<file path="config.mk">
export PLATFORM = sky130hd
export DESIGN_NAME = sprite_rle_row_decoder_unit
export DESIGN_NICKNAME = d
export VERILOG_FILES = /design/src/design/rsd_pkg.sv /design/src/design/rsd_step.sv /design/src/design/rsd_out_buf.sv /design/src/design/sprite_rle_row_decoder_unit.sv
export SDC_FILE = /design/constraint.sdc
export NUM_CORES = 1
export LEC_CHECK = 0
export BUFFER_PORTS_ARGS = -buffer_cell sky130_fd_sc_hd__buf_2
export CAP_MARGIN = 20
export CORE_UTILIZATION = 54
export DETAILED_ROUTE_END_ITERATION = 8
export PLACE_DENSITY_LB_ADDON = 0.2
export SYNTH_ARGS = -nofsm -noshare
export SYNTH_HDL_FRONTEND = slang
export SYNTH_SLANG_ARGS = --single-unit
</file>
<file path="constraint.sdc">
create_clock -name clk -period 8.2 [get_ports clk]
set_input_delay 0.41 -clock clk [delete_from_list [all_inputs] [get_ports clk]]
set_output_delay 0.41 -clock clk [all_outputs]
set_load 0.01 [all_outputs]
</file>
<file path="src/design/rsd_pkg.sv">
`timescale 1ns / 1ps
// ----------------------------------------------------------------------------
// rsd_pkg: shared types and constants of the sprite RLE row decoder
// Holds the dimension limit, parse phases, register indexes and the
// structs that move between the step logic, the result buffer and the top.
// ----------------------------------------------------------------------------
package rsd_pkg;

  localparam int MAX_DIM  = 16384;
  localparam int DIM_W    = $clog2(MAX_DIM) + 1;   // holds MAX_DIM itself
  localparam int COL_W    = 14;                    // column / row output width
  localparam int LEN_W    = 9;
  localparam int SUM_W    = DIM_W + 1;             // position plus run length

  localparam logic [7:0] RAW_CODE_WIDE   = 8'd255;
  localparam logic [2:0] RAW_CODE_PACKED = 3'd7;
  localparam logic [4:0] PACK_LEN_MASK   = 5'd31;  // width must be a multiple of 32

  typedef enum logic [1:0] {
    FMT_RAW    = 2'd0,
    FMT_WIDE   = 2'd1,
    FMT_PACKED = 2'd2,
    FMT_PACK32 = 2'd3
  } fmt_t;

  typedef enum logic [1:0] {
    REG_FORMAT = 2'd0,
    REG_WIDTH  = 2'd1,
    REG_HEIGHT = 2'd2
  } reg_idx_t;

  typedef enum logic [1:0] {
    PH_CODE = 2'd0,
    PH_LEN  = 2'd1,
    PH_RAW  = 2'd2
  } phase_t;

  typedef enum logic [1:0] {
    ERR_NONE  = 2'd0,
    ERR_RUN   = 2'd1,
    ERR_WIDTH = 2'd2
  } err_t;

  typedef enum logic [2:0] {
    K_NONE,   // byte ignored
    K_EMIT,   // run known to fit, emit it
    K_OPEN,   // run or raw sequence that must be checked against the row
    K_HOLD,   // format-1 code byte, wait for its length
    K_BAD     // format-3 width not a multiple of 32
  } kind_t;

  typedef struct packed {
    fmt_t             fmt;
    logic [DIM_W-1:0] width;
    logic [DIM_W-1:0] height;
  } cfg_t;

  typedef struct packed {
    logic [DIM_W-1:0] col;
    logic [DIM_W-1:0] row;
    phase_t           phase;
    logic [7:0]       held;
    logic [LEN_W-1:0] raw_rem;
    logic             err;
    logic             done;
  } state_t;

  typedef struct packed {
    logic             valid;
    logic [7:0]       pixel_value;
    logic [LEN_W-1:0] run_length;
    logic [COL_W-1:0] column;
    logic [COL_W-1:0] row_index;
    logic             last_of_row;
    logic             last_of_frame;
    err_t             error_code;
  } result_t;

endpackage

</file>
<file path="src/design/rsd_step.sv">
`timescale 1ns / 1ps
// ----------------------------------------------------------------------------
// rsd_step: per-byte decode logic
// Takes the current decoder state and one byte, gives the next state and
// the run result (if any) for that byte. Purely combinational.
// ----------------------------------------------------------------------------
module rsd_step import rsd_pkg::*; (
  input  cfg_t       cfg,
  input  state_t     st,
  input  logic [7:0] code_byte,
  input  logic       frame_start,
  output state_t     st_nxt,
  output result_t    res
);

  state_t           cur;
  logic [DIM_W-1:0] w;
  logic [DIM_W-1:0] h;
  kind_t            kind;
  logic [7:0]       run_val;
  logic [LEN_W-1:0] run_len;
  logic             run_raw;
  logic             in_raw;
  logic [LEN_W-1:0] rem_dec;
  logic [SUM_W-1:0] end_col;
  logic [DIM_W:0]   row_inc;
  logic             fits;
  logic             lr;
  logic             lf;

  // Clamp dimensions: zero acts as one, anything above the limit acts as the limit.
  function automatic logic [DIM_W-1:0] eff_dim(input logic [DIM_W-1:0] v);
    logic [DIM_W-1:0] r;
    if (v == '0) r = DIM_W'(1);
    else if (v > DIM_W'(MAX_DIM)) r = DIM_W'(MAX_DIM);
    else r = v;
    return r;
  endfunction

  // Classify the byte.
  always_comb begin
    cur = st;
    if (frame_start) begin
      cur = '{col: '0, row: '0, phase: PH_CODE, held: '0, raw_rem: '0,
              err: 1'b0, done: 1'b0};
    end
    w       = eff_dim(cfg.width);
    h       = eff_dim(cfg.height);
    kind    = K_NONE;
    run_val = code_byte;
    run_len = LEN_W'(1);
    run_raw = 1'b0;
    in_raw  = 1'b0;
    if (cur.err || cur.done) begin
      kind = K_NONE;
    end else if (cfg.fmt == FMT_PACK32 && (w[4:0] & PACK_LEN_MASK) != 5'd0) begin
      kind = K_BAD;
    end else if (cur.phase == PH_RAW) begin
      kind   = K_EMIT;
      in_raw = 1'b1;
    end else if (cur.phase == PH_LEN) begin
      kind    = K_OPEN;
      run_val = cur.held;
      run_len = {1'b0, code_byte} + LEN_W'(1);
      run_raw = (cur.held == RAW_CODE_WIDE);
    end else begin
      case (cfg.fmt)
        FMT_RAW:  kind = K_EMIT;
        FMT_WIDE: kind = K_HOLD;
        default: begin
          kind    = K_OPEN;
          run_val = {5'd0, code_byte[7:5]};
          run_len = {4'd0, code_byte[4:0]} + LEN_W'(1);
          run_raw = (code_byte[7:5] == RAW_CODE_PACKED);
        end
      endcase
    end
    rem_dec = (cur.raw_rem != '0) ? cur.raw_rem - LEN_W'(1) : cur.raw_rem;
    end_col = {1'b0, cur.col} + SUM_W'(run_len);
    row_inc = {1'b0, cur.row} + (DIM_W+1)'(1);
    fits    = (end_col <= {1'b0, w});
    lr      = (end_col >= {1'b0, w});
    lf      = lr && (row_inc >= {1'b0, h});
  end

  // Next state.
  always_comb begin
    st_nxt = cur;
    case (kind)
      K_NONE: st_nxt = cur;
      K_HOLD: begin
        st_nxt.held  = code_byte;
        st_nxt.phase = PH_LEN;
      end
      K_BAD: begin
        st_nxt.err     = 1'b1;
        st_nxt.phase   = PH_CODE;
        st_nxt.raw_rem = '0;
      end
      K_EMIT: begin
        if (in_raw) begin
          st_nxt.raw_rem = rem_dec;
          st_nxt.phase   = (rem_dec == '0) ? PH_CODE : PH_RAW;
        end
        if (lr) begin
          st_nxt.col = '0;
          if (lf) st_nxt.done = 1'b1;
          else    st_nxt.row  = row_inc[DIM_W-1:0];
        end else begin
          st_nxt.col = end_col[DIM_W-1:0];
        end
      end
      K_OPEN: begin
        if (!fits) begin
          st_nxt.err     = 1'b1;
          st_nxt.phase   = PH_CODE;
          st_nxt.raw_rem = '0;
        end else if (run_raw) begin
          st_nxt.raw_rem = run_len;
          st_nxt.phase   = PH_RAW;
        end else begin
          st_nxt.phase = PH_CODE;
          if (lr) begin
            st_nxt.col = '0;
            if (lf) st_nxt.done = 1'b1;
            else    st_nxt.row  = row_inc[DIM_W-1:0];
          end else begin
            st_nxt.col = end_col[DIM_W-1:0];
          end
        end
      end
      default: st_nxt = cur;
    endcase
  end

  // Result.
  always_comb begin
    res               = '0;
    res.pixel_value   = run_val;
    res.run_length    = run_len;
    res.column        = cur.col[COL_W-1:0];
    res.row_index     = cur.row[COL_W-1:0];
    res.error_code    = ERR_NONE;
    case (kind)
      K_EMIT: begin
        res.valid         = 1'b1;
        res.last_of_row   = lr;
        res.last_of_frame = lf;
      end
      K_OPEN: begin
        if (!fits) begin
          res.valid      = 1'b1;
          res.error_code = ERR_RUN;
        end else if (!run_raw) begin
          res.valid         = 1'b1;
          res.last_of_row   = lr;
          res.last_of_frame = lf;
        end
      end
      K_BAD: begin
        res.valid       = 1'b1;
        res.pixel_value = '0;
        res.run_length  = '0;
        res.error_code  = ERR_WIDTH;
      end
      default: res.valid = 1'b0;
    endcase
  end

endmodule

</file>
<file path="src/design/rsd_out_buf.sv">
`timescale 1ns / 1ps
// ----------------------------------------------------------------------------
// rsd_out_buf: result register with skid stage
// Holds up to two result beats so the input side keeps moving while the
// receiver stalls, until the skid entry is occupied.
// ----------------------------------------------------------------------------
module rsd_out_buf import rsd_pkg::*; (
  input  logic    clk,
  input  logic    rst_n,
  input  logic    push,
  input  result_t push_data,
  output logic    full,
  output result_t out_data,
  output logic    out_valid,
  input  logic    out_stall
);

  result_t out_r, out_nxt;
  result_t skid_r, skid_nxt;
  logic    out_v_r, out_v_nxt;
  logic    skid_v_r, skid_v_nxt;
  logic    pop;

  assign pop       = out_v_r && !out_stall;
  assign full      = skid_v_r;
  assign out_valid = out_v_r;
  assign out_data  = out_r;

  always_comb begin
    out_nxt    = out_r;
    skid_nxt   = skid_r;
    out_v_nxt  = out_v_r;
    skid_v_nxt = skid_v_r;
    if (!out_v_r || pop) begin
      if (skid_v_r) begin
        out_nxt    = skid_r;
        out_v_nxt  = 1'b1;
        skid_v_nxt = 1'b0;
      end else begin
        out_nxt   = push_data;
        out_v_nxt = push;
      end
    end else if (push) begin
      skid_nxt   = push_data;
      skid_v_nxt = 1'b1;
    end
  end

  always_ff @(posedge clk) begin
    out_r  <= out_nxt;
    skid_r <= skid_nxt;
    if (!rst_n) begin
      out_v_r  <= 1'b0;
      skid_v_r <= 1'b0;
    end else begin
      out_v_r  <= out_v_nxt;
      skid_v_r <= skid_v_nxt;
    end
  end

  a_no_push_when_full: assert property (@(posedge clk) disable iff (!rst_n)
    !(push && skid_v_r))
    else $error("result pushed into a full buffer");

  a_skid_implies_out: assert property (@(posedge clk) disable iff (!rst_n)
    skid_v_r |-> out_v_r)
    else $error("skid entry held with empty output register");

  a_stall_holds_skid: assert property (@(posedge clk) disable iff (!rst_n)
    (skid_v_r && out_stall) |=> skid_v_r && $stable(out_r))
    else $error("buffered beat lost under stall");

endmodule

</file>
<file path="src/design/sprite_rle_row_decoder_unit.sv">
`timescale 1ns / 1ps
// ----------------------------------------------------------------------------
// sprite_rle_row_decoder_unit: run-length row decoder for indexed sprites
// Turns the encoded pixel bytes of a sprite frame into pixel runs.
// ----------------------------------------------------------------------------
// Usage:
//   in_*   : one encoded byte per beat; in_frame_start marks the first byte
//            of a frame and clears position, parse phase and error.
//   out_*  : at most one run per input beat (value, length, column, row,
//            row/frame end flags, error code). Code-only bytes give no beat.
//   cfg_*  : format, width and height; write only while the block is idle.
//            cfg_ready is always high, an index past the list is dropped.
// Output: a run is registered in the result buffer when its byte is accepted.
// Throughput: one byte per cycle while in_stall is low, set by the state update
//   loop (position, phase, held code and raw count) through rsd_step.
// Stall: a result register plus one skid entry sit on the output, so the
//   input keeps flowing while the receiver stalls until the skid entry is
//   occupied; then in_stall rises until the receiver takes a beat.
// Reset (rst_n low, synchronous): decoder state clears to the start of a
//   frame, registers go to format 0, width 1, height 1, the buffer empties.
// ----------------------------------------------------------------------------
module sprite_rle_row_decoder_unit import rsd_pkg::*; (
  input  logic             clk,
  input  logic             rst_n,
  // input bytes
  input  logic             in_valid,
  output logic             in_stall,
  input  logic [7:0]       in_code_byte,
  input  logic             in_frame_start,
  // pixel runs
  output logic             out_valid,
  input  logic             out_stall,
  output logic [7:0]       out_pixel_value,
  output logic [LEN_W-1:0] out_run_length,
  output logic [COL_W-1:0] out_column,
  output logic [COL_W-1:0] out_row_index,
  output logic             out_last_of_row,
  output logic             out_last_of_frame,
  output logic [1:0]       out_error_code,
  // configuration writes
  input  logic             cfg_valid,
  output logic             cfg_ready,
  input  logic [1:0]       cfg_index,
  input  logic [DIM_W-1:0] cfg_data
);

  cfg_t    cfg_r, cfg_nxt;
  state_t  st_r, st_nxt, step_nxt;
  result_t step_res;
  result_t buf_data;
  logic    buf_full;
  logic    in_acc;
  logic    cfg_acc;

  assign cfg_ready = 1'b1;
  assign cfg_acc   = cfg_valid && cfg_ready;
  assign in_stall  = buf_full;
  assign in_acc    = in_valid && !in_stall;

  // Register writes; unknown index is dropped.
  always_comb begin
    cfg_nxt = cfg_r;
    if (cfg_acc) begin
      case (reg_idx_t'(cfg_index))
        REG_FORMAT: cfg_nxt.fmt    = fmt_t'(cfg_data[1:0]);
        REG_WIDTH:  cfg_nxt.width  = cfg_data;
        REG_HEIGHT: cfg_nxt.height = cfg_data;
        default:    cfg_nxt = cfg_r;
      endcase
    end
  end

  rsd_step u_step (
    .cfg         (cfg_r),
    .st          (st_r),
    .code_byte   (in_code_byte),
    .frame_start (in_frame_start),
    .st_nxt      (step_nxt),
    .res         (step_res)
  );

  // Advance the decoder state only on an accepted beat.
  assign st_nxt = in_acc ? step_nxt : st_r;

  always_ff @(posedge clk) begin
    if (!rst_n) begin
      cfg_r <= '{fmt: FMT_RAW, width: DIM_W'(1), height: DIM_W'(1)};
      st_r  <= '{col: '0, row: '0, phase: PH_CODE, held: '0, raw_rem: '0,
                 err: 1'b0, done: 1'b0};
    end else begin
      cfg_r <= cfg_nxt;
      st_r  <= st_nxt;
    end
  end

  rsd_out_buf u_out_buf (
    .clk       (clk),
    .rst_n     (rst_n),
    .push      (in_acc && step_res.valid),
    .push_data (step_res),
    .full      (buf_full),
    .out_data  (buf_data),
    .out_valid (out_valid),
    .out_stall (out_stall)
  );

  assign out_pixel_value   = buf_data.pixel_value;
  assign out_run_length    = buf_data.run_length;
  assign out_column        = buf_data.column;
  assign out_row_index     = buf_data.row_index;
  assign out_last_of_row   = buf_data.last_of_row;
  assign out_last_of_frame = buf_data.last_of_frame;
  assign out_error_code    = buf_data.error_code;

  // An error run never closes a row or frame.
  a_err_no_last: assert property (@(posedge clk) disable iff (!rst_n)
    (step_res.valid && step_res.error_code != ERR_NONE) |->
      (!step_res.last_of_row && !step_res.last_of_frame))
    else $error("error result carries a last flag");

  // After an error beat, bytes are ignored until the next frame start.
  a_err_sticky: assert property (@(posedge clk) disable iff (!rst_n)
    (in_acc && step_res.valid && step_res.error_code != ERR_NONE) |=>
      ((in_acc && !in_frame_start) |-> !step_res.valid))
    else $error("result emitted after sticky error");

  // A finished frame stays quiet until the next frame start.
  a_done_quiet: assert property (@(posedge clk) disable iff (!rst_n)
    (st_r.done && !in_frame_start) |-> !step_res.valid)
    else $error("result emitted after frame completed");

endmodule

</file>
==> run summary, run 1 <==
The number of iterations in the first detailed-routing pass came out at 5. Measured against its own limit, the worst slew margin works out to 32.2%. Entering global routing, the biggest net connects 78 pins. The final-layout setup total negative slack is 0 ns. The total detailed-routing wirelength is 25500 um. The total power density per cell area came out at 196 mW/mm^2. The number of inserted diodes is 0. TritonCTS built the clock tree. The CTS buffer count is 17. The overall track demand over capacity in global routing is 28.6%. The highest attainable clock frequency came out at 0.163 GHz. The finished cells cover 0.0110 mm^2. The adder-cell area share of the yosys netlist came out at 5.10%. The reg2reg setup slack came out at 2.08 ns. The total core area is 0.0175 mm^2. The layout-stage area growth over the synthesis result came out at 12.6%. The signal on the critical path passes through or4_4 > o21ai_4 > and3_4 > nand3_1 > nor3_2 > ha_1 > nand3b_1 > o21ai_0 > nor3_2 > o31a_1 > and3_1 > xor2_1 > ha_1 > nand4_1 > nor2_2 > o31a_1 > o21ai_2 > and2_4 > nand3_2 > nand2_1 > nor3_2 > buf_4. The worst setup path is captured at a register. Synthesis produced a netlist with a net count of 1115. The global-route congestion overflow total is 0.

The post-detailed-route wirelength per cell came out at 19.0 um. After synthesis, the largest family of logic cells by area is simple AND/OR/NAND/NOR gates. The buffer and inverter count on the worst path is 1. The number of hold violations in the final report is 0. Total power for the finished layout comes to 2150 uW. For this design, the CTS-stage hold fixing added 0 buffers. Of the total synthesized cell area, the portion taken by AND, OR, NAND and NOR gates is 19.7%.

The combinational share of power came out at 13.4%. Registers are responsible for 47.7% of the overall power. The post-detailed-placement half-perimeter wirelength came out at 17900 um. The actual transition at the worst max-transition pin came out at 1.01 ns. At the end of the flow the core is filled with cells to 62.9%.

The clock share of power is 38.9%. At the worst endpoint, the required time is 8.27 ns. The via count of the first global-routing pass is 7311. The critical path is of the register to register type.

The number of buffers inserted to repair setup after CTS came out at 0. The most used flip-flop cell after synthesis is sky130_fd_sc_hd__edfxtp_1. The clock latency on the worst-skew pair is 0.44 ns. In this run the power spent charging and discharging nets is 610 uW.

The synthesized-area fraction occupied by ao, oa, aoi and oai cells came out at 16.9%. Of all flip-flops after synthesis, the portion carrying an async set or reset was 0%. The mux cell area share after synthesis is 3.74%. The average footprint of a synthesized cell came out at 9.34 um^2.

Setup repair after global routing left no endpoint under its margin. The fraction of the yosys area taken by sequential cells is 47.6%. The run finished with clean final reports. The die is 136 um tall. The family of cells with the greatest summed delay on the critical path is simple AND/OR/NAND/NOR gates. In this run the clock root is driven by a sky130_fd_sc_hd__clkbuf_16.

The warning count from the yosys run came out at 0. The final-layout fill cell count came out at 1493. The total count of max-transition violations in the final report came to 0. After clock tree synthesis, the clock-pin slew on the worst setup and hold paths is 0.08 ns. The cell count after synthesis is 1045.

The number of violations of the max-capacitance limit came out at 0. The shortest clock period the worst path allows after layout is 6.12 ns. In this run the worst path has a maximum fanout of 49. The tightest min-delay check is of the input port to register type. The number of library cell types mapped by synthesis came out at 67. The post-cts sizing count came out at 0. The number of enable flip-flop cells after synthesis is 98. The number of levels the H-tree was split into is 4.

The longest clock path from root to sink contains 2 buffers. The number of nets with antenna violations after detailed routing came out at 0. The number of vias after detailed routing came out at 8235. The I/O pin count is 83. The initial DRC count is 924. The initial utilization of the core area, before any placement, comes to 55.8%. The first-pass GRT wire length came out at 40400 um. The count of endpoints failing setup in the final report came out at 0. The instance area after placement came out at 0.0104 mm^2. The post-route netlist has 16.3% of its cells at a drive strength greater than 1. Counting every sink on the clock net gives 183. The die outline area is 0.0186 mm^2. Summing every instance area after synthesis gives 0.00976 mm^2. The number of buffers inserted by port buffering is 81. The peak ir drop on the vdd network is 0.000165 V. For this design, the slowest cell found on the critical path is sky130_fd_sc_hd__or4_4. The leakage component of the power came out at 0.00432 uW. The width of the die is 136 um. For this run, design rule violations remaining after detail routing come to 0. The number of vias per cell after detailed routing is 6.15. The synthesized flop and latch total came out at 183. The startpoint kind of the worst setup timing path is a register. After Yosys synthesis, XOR and XNOR cells account for 3.59% of the synthesized area. The number of rows created at floorplan is 48. The most numerous cell type found on the critical path is sky130_fd_sc_hd__nor3_2. The initial antenna violation count was 0. The share of total power consumed by net switching came out at 28.4%. The placer congestion estimate came out at 0.988.

At the end of the flow, the number of nets in the layout was 1172. The peak per-stage delay on the critical path came out at 0.56 ns. The internal power of the cells totals 1540 uW. The final clock period utilization by the worst path is 74.7%. The largest clock skew in the final design came out at 0.00957 ns. At the worst endpoint, the arrival time is 6.19 ns.
==> cells by family after synthesis <==
| kind of cell | Yosys count |
|---|---|
| AOI/OAI and AO/OA | 247 |
| xor gates and xnor gates | 40 |
| adders and majority gates | 40 |
| buffers and inverters | 82 |
| DFF | 183 |
| muxes | 33 |
| other | 1 |
| and+or+nand+nor | 419 |
==> sequential cells by signal, summed over array words and instances, names as in the netlist <==
signal / cells
u_out_buf.full: 1
cfg_r: 32
u_out_buf.skid_r: 49
u_out_buf.out_valid: 1
u_out_buf.out_data: 49
st_r: 51
==> worst paths after layout <==
check,from,endpoint,cells after the start
worst min register to register,st_r[1],st_r[1],2
worst min-delay path,cfg_data[14],cfg_r[14],3
worst max-delay path,cfg_r[16],u_out_buf.skid_r[3],22
worst max register to register,cfg_r[16],u_out_buf.skid_r[3],22
==> power by group through the flow <==
stage	clock network (uW)	registers [uW]	logic [uW]
2_1_floorplan	0	1060	177
3_5_place_dp	0	1050	283
6_report	835	1030	289
5_1_grt	879	1030	313
3_3_place_gp	0	1040	280
4_1_cts	841	1020	284
==> worst register-to-register path, cell delays in order (launching register included) <==
cell,delay [ns]
sky130_fd_sc_hd__dfxtp_1,0.32
sky130_fd_sc_hd__or4_4,0.56
sky130_fd_sc_hd__o21ai_4,0.19
sky130_fd_sc_hd__and3_4,0.30
sky130_fd_sc_hd__nand3_1,0.36
sky130_fd_sc_hd__nor3_2,0.47
sky130_fd_sc_hd__ha_1,0.27
sky130_fd_sc_hd__nand3b_1,0.11
sky130_fd_sc_hd__o21ai_0,0.22
sky130_fd_sc_hd__nor3_2,0.34
sky130_fd_sc_hd__o31a_1,0.29
sky130_fd_sc_hd__and3_1,0.20
sky130_fd_sc_hd__xor2_1,0.27
sky130_fd_sc_hd__ha_1,0.21
sky130_fd_sc_hd__nand4_1,0.13
sky130_fd_sc_hd__nor2_2,0.16
sky130_fd_sc_hd__o31a_1,0.21
sky130_fd_sc_hd__o21ai_2,0.10
sky130_fd_sc_hd__and2_4,0.18
sky130_fd_sc_hd__nand3_2,0.10
sky130_fd_sc_hd__nand2_1,0.07
sky130_fd_sc_hd__nor3_2,0.10
sky130_fd_sc_hd__buf_4,0.55
==> placed cells by master (no fill, tap or decap), types with 5 or more instances in the layout <==
cell type	netlist	routed
sky130_fd_sc_hd__o31ai_1	12	12
sky130_fd_sc_hd__nor2_1	85	83
sky130_fd_sc_hd__and3_1	12	11
sky130_fd_sc_hd__o21ai_0	48	45
sky130_fd_sc_hd__nor3_1	22	19
sky130_fd_sc_hd__a22oi_1	18	18
sky130_fd_sc_hd__nand2_1	176	174
sky130_fd_sc_hd__a32oi_1	7	6
sky130_fd_sc_hd__or3_1	5	5
sky130_fd_sc_hd__inv_1	27	27
sky130_fd_sc_hd__buf_2	4	81
sky130_fd_sc_hd__o211ai_1	8	8
sky130_fd_sc_hd__mux2_2	25	25
sky130_fd_sc_hd__o21ai_1	3	5
sky130_fd_sc_hd__edfxtp_1	98	98
sky130_fd_sc_hd__xnor2_1	32	32
sky130_fd_sc_hd__mux2i_1	7	7
sky130_fd_sc_hd__a31oi_1	12	12
sky130_fd_sc_hd__clkbuf_16	0	17
sky130_fd_sc_hd__buf_4	1	11
sky130_fd_sc_hd__xor2_1	8	8
sky130_fd_sc_hd__a21oi_1	70	69
sky130_fd_sc_hd__nor4_1	13	13
sky130_fd_sc_hd__nor2b_1	21	21
sky130_fd_sc_hd__a211oi_1	6	5
sky130_fd_sc_hd__nand2b_1	6	6
sky130_fd_sc_hd__ha_1	39	39
sky130_fd_sc_hd__a32o_1	7	7
sky130_fd_sc_hd__nand4_1	13	13
sky130_fd_sc_hd__dfxtp_1	85	84
sky130_fd_sc_hd__nand3_1	43	41
sky130_fd_sc_hd__a21o_1	21	21
==> cell usage after synthesis, types with 4 or more instances <==
cell type                   count  area share [%]
sky130_fd_sc_hd__mux2i_1        7            0.72
sky130_fd_sc_hd__a21o_1        21             1.6
sky130_fd_sc_hd__edfxtp_1      98              30
sky130_fd_sc_hd__nor2_1        85             3.3
sky130_fd_sc_hd__a32o_1         7            0.72
sky130_fd_sc_hd__ha_1          39             5.0
sky130_fd_sc_hd__o2bb2ai_1      4            0.36
sky130_fd_sc_hd__nand2_1      176             6.8
sky130_fd_sc_hd__nand4_1       13            0.83
sky130_fd_sc_hd__nand3b_1       4            0.31
sky130_fd_sc_hd__nor3_1        22             1.1
sky130_fd_sc_hd__inv_1         27             1.0
sky130_fd_sc_hd__nor4_1        13            0.83
sky130_fd_sc_hd__and3b_1        4            0.36
sky130_fd_sc_hd__a21oi_1       70             3.6
sky130_fd_sc_hd__a32oi_1        7            0.63
sky130_fd_sc_hd__and2_1         4            0.26
sky130_fd_sc_hd__a31oi_1       12            0.77
sky130_fd_sc_hd__o21ai_0       48             2.5
sky130_fd_sc_hd__nand2b_1       6            0.38
sky130_fd_sc_hd__dfxtp_1       85              17
sky130_fd_sc_hd__nor2b_1       21             1.3
sky130_fd_sc_hd__xnor2_1       32             2.9
sky130_fd_sc_hd__clkbuf_1      42             1.6
sky130_fd_sc_hd__mux2_2        25             2.9
sky130_fd_sc_hd__buf_1          6            0.23
sky130_fd_sc_hd__xor2_1         8            0.72
sky130_fd_sc_hd__and3_1        12            0.77
sky130_fd_sc_hd__a211oi_1       6            0.46
sky130_fd_sc_hd__o211ai_1       8            0.62
sky130_fd_sc_hd__o31ai_1       12            0.92
sky130_fd_sc_hd__nand3_1       43             2.2
sky130_fd_sc_hd__a22oi_1       18             1.4
sky130_fd_sc_hd__buf_2          4            0.21
sky130_fd_sc_hd__o21a_1         4            0.31
sky130_fd_sc_hd__or3_1          5            0.32
==> per-stage QoR <==
stage	worst slack (ns)	hold slack, ns	instances
3_3_place_gp	2.23	0.449	1308
2_1_floorplan	0.0135	0.436	1045
5_1_grt	1.53	0.211	1340
6_report	2.08	0.222	1340
4_1_cts	2.12	0.212	1340
3_5_place_dp	2.15	0.463	1308
==> cell type report <==
cell class,instances,area (um^2),share of cell area (%)
multi-input combinational,780,4860,44.3
sequential,183,4650,42.3
timing repair buffer,92,488,4.44
clock buffer,17,425,3.87
tap,225,282,2.56
clock inverter,15,179,1.63
inverter,28,105,0.957
==> routing by layer <==
layer  track usage [%]  routed length (um)  vias up
li1                  -                   -     3918
met1              44.2               12400     3915
met2              39.8               10600      372
met3              5.85                2160       30
met4              7.90                 316        0
met5                 0                   0        -
Power figures use the tool's default switching activity.
==> run 2: changes to the inputs <==
--- a/config.mk
+++ b/config.mk
@@ -7,7 +7,7 @@
 export LEC_CHECK = 0
 export BUFFER_PORTS_ARGS = -buffer_cell sky130_fd_sc_hd__buf_2
 export CAP_MARGIN = 20
-export CORE_UTILIZATION = 54
+export CORE_UTILIZATION = 60
 export DETAILED_ROUTE_END_ITERATION = 8
 export PLACE_DENSITY_LB_ADDON = 0.2
 export SYNTH_ARGS = -nofsm -noshare
==> constraint.sdc (replaced) <==
create_clock -name clk -period 5.75 [get_ports clk]
set_input_delay 0.2875 -clock clk [delete_from_list [all_inputs] [get_ports clk]]
set_output_delay 0.2875 -clock clk [all_outputs]
set_load 0.01 [all_outputs]
==> run 2 against run 1 <==
  * Worst hold slack got worse by 0.13 ns
  * Maximum frequency up 12%
  * Core utilization grew 7.2 points
  * Non-clock buffer count increased by 10
  * Cell area up 1.4%
  * Via count grew 1.3%
  * Sequential power increased by 42%
  * First-iteration DRC count is 5.6% higher
  * Clock skew up 0.00052 ns
  * Critical path depth rose by 2
  * Sequential cell count unchanged
==> run summary, run 2 (synthesis gave the netlist of run 1 again) <==
The commonest non-fill, non-tap cell in the layout was sky130_fd_sc_hd__nand2_1 (unchanged). The startpoint kind of the worst setup timing path is a register (unchanged). The highest attainable clock frequency came to 0.183 GHz (was 0.163 GHz). The maximum clock path buffer count is 2 (unchanged). The library cell contributing the largest single delay on the critical path was sky130_fd_sc_hd__or4_4 (unchanged). The fraction of layout instances using a drive strength above 1 is 17.8% (was 16.3%). The placer congestion estimate is 1.03 (was 0.988). The shortest clock period the worst path allows after layout was 5.47 ns (was 6.12 ns). The hold slack is 0.0934 ns (was 0.222 ns). The number of rows created at floorplan is 46 (was 48). The die outline area came to 0.0168 mm^2 (was 0.0186 mm^2). The worst flop-to-flop path endpoint is u_out_buf.skid_r[9] (was u_out_buf.skid_r[3]). The number of hold violations in the final report came out at 0 (unchanged). The total core area came out at 0.0159 mm^2 (was 0.0175 mm^2). The first-pass GRT wire length came out at 39800 um (was 40400 um). The final clock period utilization by the worst path came out at 95.1% (was 74.7%). The initial DRC count is 976 (was 924). Worst-path cell chain: or4_4 > o21ai_4 > and3_4 > nand2_4 > nor2_4 > ha_4 > nand2_1 > or3_1 > a32oi_2 > a211oi_2 > nor3b_2 > nand3_1 > or2_4 > a21oi_2 > ha_1 > nand3_2 > nor2_2 > o31a_1 > o21ai_2 > and2_4 > nand3_4 > nand2_1 > nor3_2 > buf_4 (was or4_4 > o21ai_4 > and3_4 > nand3_1 > nor3_2 > ha_1 > nand3b_1 > o21ai_0 > nor3_2 > o31a_1 > and3_1 > xor2_1 > ha_1 > nand4_1 > nor2_2 > o31a_1 > o21ai_2 > and2_4 > nand3_2 > nand2_1 > nor3_2 > buf_4). The total detailed-routing wirelength is 25500 um (about the same). The I/O pin count came out at 83 (unchanged).

The number of cell instances on the worst register-to-register path came out at 24 (was 22). The final core area utilization is 70.1% (was 62.9%). The least setup slack across all paths after layout came out at 0.279 ns (was 2.08 ns). The kind of critical path is register to register (unchanged). Most frequent cells in the layout: sky130_fd_sc_hd__nand2_1, sky130_fd_sc_hd__edfxtp_1, sky130_fd_sc_hd__dfxtp_1 (unchanged). The overall track demand over capacity in global routing is 31.4% (was 28.6%).

The largest clock skew in the final design is 0.0101 ns (was 0.00957 ns). The initial antenna violation count came out at 0 (unchanged). The capturing element of the worst setup path is u_out_buf.skid_r[9] (was u_out_buf.skid_r[3]). The switching power came to 881 uW (was 610 uW). The final-layout fill cell count came out at 1298 (was 1493).

The number of flip-flops under the largest register name came out at 51 (unchanged). The sequential power share came out at 47.2% (was 47.7%). The clock latency on the worst-skew pair came out at 0.44 ns (about the same). The clock share of power is 38.9% (about the same).

The die outline height is 130 um (was 136 um). The hold buffer count at cts is 0 (unchanged). The sink count of the clock tree is 183 (unchanged). The cell at the root of the clock tree is sky130_fd_sc_hd__clkbuf_16 (unchanged). The number of nets with antenna violations after detailed routing came out at 0 (unchanged). The via count of the first global-routing pass was 7406 (was 7311). The register containing the most flip-flops in the final layout is st_r (unchanged).

The final-layout setup total negative slack was 0 ns (unchanged). The highest fanout seen on the critical path is 27 (was 49). The number of iterations in the first detailed-routing pass came to 6 (was 5). The number of vias per cell after detailed routing is 6.22 (was 6.15).

The global-route congestion overflow total was 0 (unchanged). The share of total power consumed by net switching came out at 28.4% (about the same). The number of violations of the max-capacitance limit came to 0 (unchanged). The cell with the most instances on the worst path is sky130_fd_sc_hd__nand2_1 (was sky130_fd_sc_hd__nor3_2). The data arrival time at the worst-slack endpoint came out at 5.57 ns (was 6.19 ns). The source of the worst register-to-register timing path is cfg_r[19] (was cfg_r[16]). The initial standard-cell utilization of the core came out at 61.4% (was 55.8%). The type of the most critical hold path was input port to register (unchanged). The endpoint required time on the critical path came out at 5.85 ns (was 8.27 ns). Run status: finished clean (unchanged). The relative slew slack came out at 35.5% (was 32.2%). The clock-pin slew on the worst setup and hold paths is 0.08 ns (about the same). The CTS buffer count is 17 (unchanged). The internal power consumption came out at 2220 uW (was 1540 uW).

The maximum number of pins on one net before global-route repair came to 78 (unchanged). The reg2reg setup slack came to 0.28 ns (was 2.08 ns). The remaining routing DRC violations is 0 (unchanged).

The worst-case setup slack after placement is 0.267 ns (was 2.15 ns). The total number of nets in the final design came out at 1182 (was 1172). The combinational share of power is 13.9% (was 13.4%). The post-detailed-route wirelength per cell is 19.0 um (about the same). The total count of max-transition violations in the final report came out at 0 (unchanged). The CTS tree is yes (unchanged).

The worst setup path startpoint is cfg_r[19] (was cfg_r[16]). The sort of element at the end of the critical path was a register (unchanged). The post-detailed-placement half-perimeter wirelength came out at 18100 um (was 17900 um). The width of the die came to 130 um (was 136 um). The count of endpoints failing setup in the final report is 0 (unchanged). The number of levels the H-tree was split into was 4 (unchanged). The number of inserted diodes is 0 (unchanged).

The count of placed standard cells including taps is 1307 (was 1308). The actual transition at the worst max-transition pin is 0.960 ns (was 1.01 ns). The layout-stage area growth over the synthesis result came out at 14.1% (was 12.6%). The total power density per cell area was 278 mW/mm^2 (was 196 mW/mm^2). The number of buffers inserted by port buffering is 81 (unchanged).

The peak per-stage delay on the critical path is 0.55 ns (was 0.56 ns). The leakage component of the power is 0.00439 uW (was 0.00432 uW). The peak ir drop on the vdd network came out at 0.000200 V (was 0.000165 V). The count of non-filler cells in the finished layout is 1341 (was 1340). The number of vias after detailed routing was 8340 (was 8235).
run 2: changes by cell type in the layout (fill, tap and decap cells not counted), sizes merged:
cell / before / now
inv: 33 / 34
buf: 92 / 102
clkinv: 8 / 7
run 2: per-layer routing:
layer	part of all wire (%)	vias to the layer above	global-route usage (%)
met5	0	-	0
met1	45	3902	45.8
li1	-	3940	-
met3	9.8	53	6.07
met2	44	445	46.6
met4	2.0	0	10.9
run 2: layout make-up:
cell class	instances	area [um^2]	area share [%]
Multi-Input combinational cell	780	4920	44.2
Sequential cell	183	4650	41.7
Timing Repair Buffer	102	576	5.17
Clock buffer	17	425	3.82
Tap cell	216	270	2.43
Clock inverter	15	196	1.76
Inverter	28	105	0.944
run 2: worst min-delay path by stage:
stage | startpoint | end | slack, ns | depth (start not counted)
final | cfg_data[14] | cfg_r[14] | 0.09 | 3
after CTS | cfg_data[14] | cfg_r[14] | 0.08 | 3
after global routing | cfg_data[14] | cfg_r[14] | 0.1 | 3
after global placement | cfg_r[23] | cfg_r[23] | 0.46 | 2
after detailed placement | cfg_r[23] | cfg_r[23] | 0.47 | 2
after floorplan | cfg_data[10] | cfg_r[10] | 0.42 | 2
run 2: per-stage QoR:
step	total power [uW]	instance area, um^2
floorplan	1760	9870
global placement	1890	10500
detailed placement	1900	10500
CTS	3090	11100
global route	3210	11100
finish	3100	11100
run 2: worst max-delay path, delay by kind of cell, from the launching register on:
family / cells / cell delay (ns)
adder cells (fa/ha/maj): 2 / 0.34
AO/OA/AOI/OAI: 6 / 1.13
buffers and inverters: 1 / 0.36
flip-flops: 1 / 0.33
AND/OR/NAND/NOR: 15 / 2.98
run 2: repair_timing:
| action | in CTS | in global routing |
|---|---|---|
| endpoints found under the hold margin | 0 | 0 |
| buffers inserted | 0 | 2 |
| endpoints found under the setup margin | 0 | 67 |
| resized for setup | 0 | 5 |
run 2: power by group through the flow:
stage / logic (uW) / registers, uW / clock network (uW)
2_1_floorplan: 254 / 1510 / 0
3_3_place_gp: 404 / 1490 / 0
3_5_place_dp: 408 / 1490 / 0
4_1_cts: 413 / 1460 / 1220
5_1_grt: 468 / 1470 / 1270
6_report: 432 / 1460 / 1210
==> run 3: changes to the inputs <==
--- a/config.mk
+++ b/config.mk
@@ -5,11 +5,12 @@
 export SDC_FILE = /design/constraint.sdc
 export NUM_CORES = 1
 export LEC_CHECK = 0
-export BUFFER_PORTS_ARGS = -buffer_cell sky130_fd_sc_hd__buf_2
+export BUFFER_PORTS_ARGS = -buffer_cell sky130_fd_sc_hd__clkbuf_2
 export CAP_MARGIN = 20
-export CORE_UTILIZATION = 60
+export CORE_UTILIZATION = 61
 export DETAILED_ROUTE_END_ITERATION = 8
 export PLACE_DENSITY_LB_ADDON = 0.2
 export SYNTH_ARGS = -nofsm -noshare
 export SYNTH_HDL_FRONTEND = slang
+export SYNTH_HIERARCHICAL = 1
 export SYNTH_SLANG_ARGS = --single-unit
==> run 3 against run 2 <==
  * Global-route usage decreased by 3.0 points
  * First-iteration DRC count is 19% lower
  * Sequential power about the same
  * Sequential share of layout area fell by 3.5 points
  * Highest routed layer unchanged
  * Critical endpoint is now u_out_buf/out_data[2]
==> run summary, run 3 <==
The first-pass GRT wire length is 39700 um (was 39800 um). The number of rows created at floorplan is 47 (was 46). The clock share of power is 38.6% (was 38.9%). The number of vias after detailed routing came out at 8552 (was 8340). The maximum clock path buffer count is 2 (unchanged).

The largest clock skew in the final design is 0.0125 ns (was 0.0101 ns). The commonest non-fill, non-tap cell in the layout was sky130_fd_sc_hd__nand2_1 (unchanged). The met3 usage came out at 4.38% (was 6.07%). The clock latency on the worst-skew pair came to 0.44 ns (about the same). The number of violations of the max-capacitance limit is 0 (unchanged). The remaining routing DRC violations was 0 (unchanged).

The total power density per cell area is 255 mW/mm^2 (was 278 mW/mm^2). The number of iterations in the first detailed-routing pass came out at 7 (was 6). The total number of nets in the final design was 1249 (was 1182). The type of the most critical hold path was input port to register (unchanged). The fraction of layout instances using a drive strength above 1 is 23.4% (was 17.8%). The sort of element at the end of the critical path is a register (unchanged). The I/O pin count is 83 (unchanged). The number of levels the H-tree was split into came out at 4 (unchanged). The number of inserted diodes is 0 (unchanged). The relative slew slack came out at 27.7% (was 35.5%).

The sink count of the clock tree came to 183 (unchanged). The hold slack is 0.0855 ns (was 0.0934 ns). The layout-stage area growth over the synthesis result is 15.1% (was 14.1%). The CTS buffer count is 17 (unchanged). The final clock period utilization by the worst path came to 97.8% (was 95.1%). The width of the die came out at 134 um (was 130 um). The shortest clock period the worst path allows after layout is 5.62 ns (was 5.47 ns). Most frequent cells in the layout: sky130_fd_sc_hd__nand2_1, sky130_fd_sc_hd__edfxtp_1, sky130_fd_sc_hd__dfxtp_1 (unchanged).

The initial standard-cell utilization of the core is 63.0% (was 61.4%). The count of placed standard cells including taps came out at 1373 (was 1307). The total count of max-transition violations in the final report is 0 (unchanged). The data arrival time at the worst-slack endpoint is 5.81 ns (was 5.57 ns). The design area came to 0.0122 mm^2 (was 0.0111 mm^2). The number of flip-flops under the largest register name came out at 51 (unchanged). The total detailed-routing wirelength came out at 25500 um (about the same). The buffer and inverter count on the worst path is 3 (was 1). The clock-pin slew on the worst setup and hold paths was 0.08 ns (about the same). The hold buffer count at cts was 0 (unchanged). Worst-path cell chain: or4_4 > o21ai_2 > nand2_2 > nor2b_2 > buf_4 > and2_4 > ha_1 > a21o_1 > maj3_2 > o31a_2 > xnor2_2 > inv_1 > ha_1 > nand3_2 > a211o_1 > a31oi_4 > o31ai_4 > buf_4 > a41o_1 > a21oi_4 > or2_2 > nor2_1 > mux2_4 (was or4_4 > o21ai_4 > and3_4 > nand2_4 > nor2_4 > ha_4 > nand2_1 > or3_1 > a32oi_2 > a211oi_2 > nor3b_2 > nand3_1 > or2_4 > a21oi_2 > ha_1 > nand3_2 > nor2_2 > o31a_1 > o21ai_2 > and2_4 > nand3_4 > nand2_1 > nor3_2 > buf_4). The cell at the root of the clock tree is sky130_fd_sc_hd__clkbuf_16 (unchanged).

The sequential power share is 47.2% (about the same). The total power is 3100 uW (about the same). The number of nets with antenna violations after detailed routing came out at 0 (unchanged). The CTS tree is yes (unchanged). The overall track demand over capacity in global routing came out at 28.5% (was 31.4%). The maximum number of pins on one net before global-route repair was 102 (was 78). The die outline area came out at 0.0179 mm^2 (was 0.0168 mm^2). The number of vias per cell after detailed routing is 6.07 (was 6.22). Run status: finished clean (unchanged).

The endpoint required time on the critical path came out at 5.94 ns (was 5.85 ns). The share of total power consumed by net switching came out at 27.7% (was 28.4%). The met1 track demand over resource in global routing is 43.0% (was 45.8%). The highest attainable clock frequency came to 0.178 GHz (was 0.183 GHz).

The initial DRC count came to 794 (was 976). The highest fanout seen on the critical path is 10 (was 27). The peak ir drop on the vdd network came to 0.000197 V (was 0.000200 V). The library cell contributing the largest single delay on the critical path is sky130_fd_sc_hd__or4_4 (unchanged). The warning count from the yosys run is 6 (was 0).

The routing usage on met2 came out at 41.9% (was 46.6%). The cell count after synthesis was 1082 (was 1045). The leakage component of the power was 0.00481 uW (was 0.00439 uW).

The global-route congestion overflow total came to 0 (unchanged). The via count of the first global-routing pass is 7535 (was 7406). The peak per-stage delay on the critical path is 0.54 ns (was 0.55 ns). The area of the mapped netlist is 0.0106 mm^2 (was 0.00976 mm^2). The internal power consumption was 2240 uW (was 2220 uW). The count of endpoints failing setup in the final report is 0 (unchanged).

The net count of the mapped netlist came out at 1155 (was 1115). The placer congestion estimate is 0.910 (was 1.03). The family of cells with the greatest summed delay on the critical path is compound AO/OA/AOI/OAI gates (was simple AND/OR/NAND/NOR gates). The actual transition at the worst max-transition pin came out at 1.08 ns (was 0.960 ns). The final core area utilization is 72.5% (was 70.1%). The instance area after placement came out at 0.0113 mm^2 (was 0.0105 mm^2). The total core area came to 0.0168 mm^2 (was 0.0159 mm^2). The combinational share of power is 14.2% (was 13.9%). The kind of critical path was register to register (unchanged). The post-detailed-placement half-perimeter wirelength is 17500 um (was 18100 um).

The initial antenna violation count came out at 0 (unchanged). The average footprint of a synthesized cell came to 9.76 um^2 (was 9.34 um^2). The startpoint kind of the worst setup timing path is a register (unchanged).

The register containing the most flip-flops in the final layout is st_r (unchanged). The switching power was 859 uW (was 881 uW). The die outline height is 134 um (was 130 um).

The number of buffers inserted by port buffering is 81 (unchanged). The number of hold violations in the final report came to 0 (unchanged). The count of non-filler cells in the finished layout came to 1409 (was 1341). The post-detailed-route wirelength per cell is 18.1 um (was 19.0 um). The most used routing layer is met1 (was met2).
## run 3: changes by cell type in the layout (fill, tap and decap cells not counted), moves of 25 or more
cell,previous run,this run
sky130_fd_sc_hd__a21boi_1,0,49
sky130_fd_sc_hd__buf_2,81,0
sky130_fd_sc_hd__nand2_1,174,208
sky130_fd_sc_hd__a21oi_1,68,31
sky130_fd_sc_hd__buf_4,20,45
sky130_fd_sc_hd__nor2_1,82,47
sky130_fd_sc_hd__mux2_4,0,48
sky130_fd_sc_hd__clkbuf_2,0,81
## run 3: worst paths after layout
path | depth (start not counted) | slack, ns | to | startpoint
setup / recovery | 23 | 0.13 | u_out_buf/out_data[2] | cfg_r[15]
hold / removal | 3 | 0.09 | cfg_r[12] | cfg_data[12]
setup reg to reg | 23 | 0.13 | u_out_buf/out_data[2] | cfg_r[15]
hold reg to reg | 2 | 0.45 | st_r[44] | st_r[44]
## run 3: worst register-to-register path, delay by kind of cell, from the launching register on
| kind | cells | cell delay (ns) |
|---|---|---|
| adders and majority gates | 3 | 0.93 |
| xor gates and xnor gates | 1 | 0.16 |
| and+or+nand+nor | 7 | 1.39 |
| buffers and inverters | 3 | 0.40 |
| AOI/OAI and AO/OA | 8 | 1.90 |
| muxes | 1 | 0.27 |
| DFF | 1 | 0.33 |
## run 3: area by class of cell
class,instances,area [um^2]
repair buffers,133,882
flip-flops and latches,183,4650
well taps,220,275
multi-input cells,817,5660
clock inverters,15,173
clock buffers,17,425
fillers,1233,4600
inverters,24,90.1
## run 3: power groups by stage
stage               sequential (uW)  combinational [uW]  clock, uW
floorplan                      1500                 248          0
global placement               1490                 383          0
detailed placement             1490                 393          0
CTS                            1460                 396       1210
global route                   1470                 471       1260
finish                         1460                 439       1200
## run 3: per-stage QoR
stage,TNS [ns],setup slack (ns)
after floorplan,0,0.00310
after global placement,0,0.172
after detailed placement,0,0.0941
after CTS,0,0.0910
after global routing,-0.803,-0.0846
final,0,0.129
## run 3: per-layer routing
| metal | wire length (um) | up-vias |
|---|---|---|
| li1 | - | 4084 |
| met1 | 11900 | 4059 |
| met2 | 11300 | 367 |
| met3 | 1870 | 42 |
| met4 | 382 | 0 |
| met5 | 0 | - |
## run 3: timing repair
item,CTS,global route
resized for setup,0,43
endpoints found under the setup margin,0,91
buffers inserted,0,1
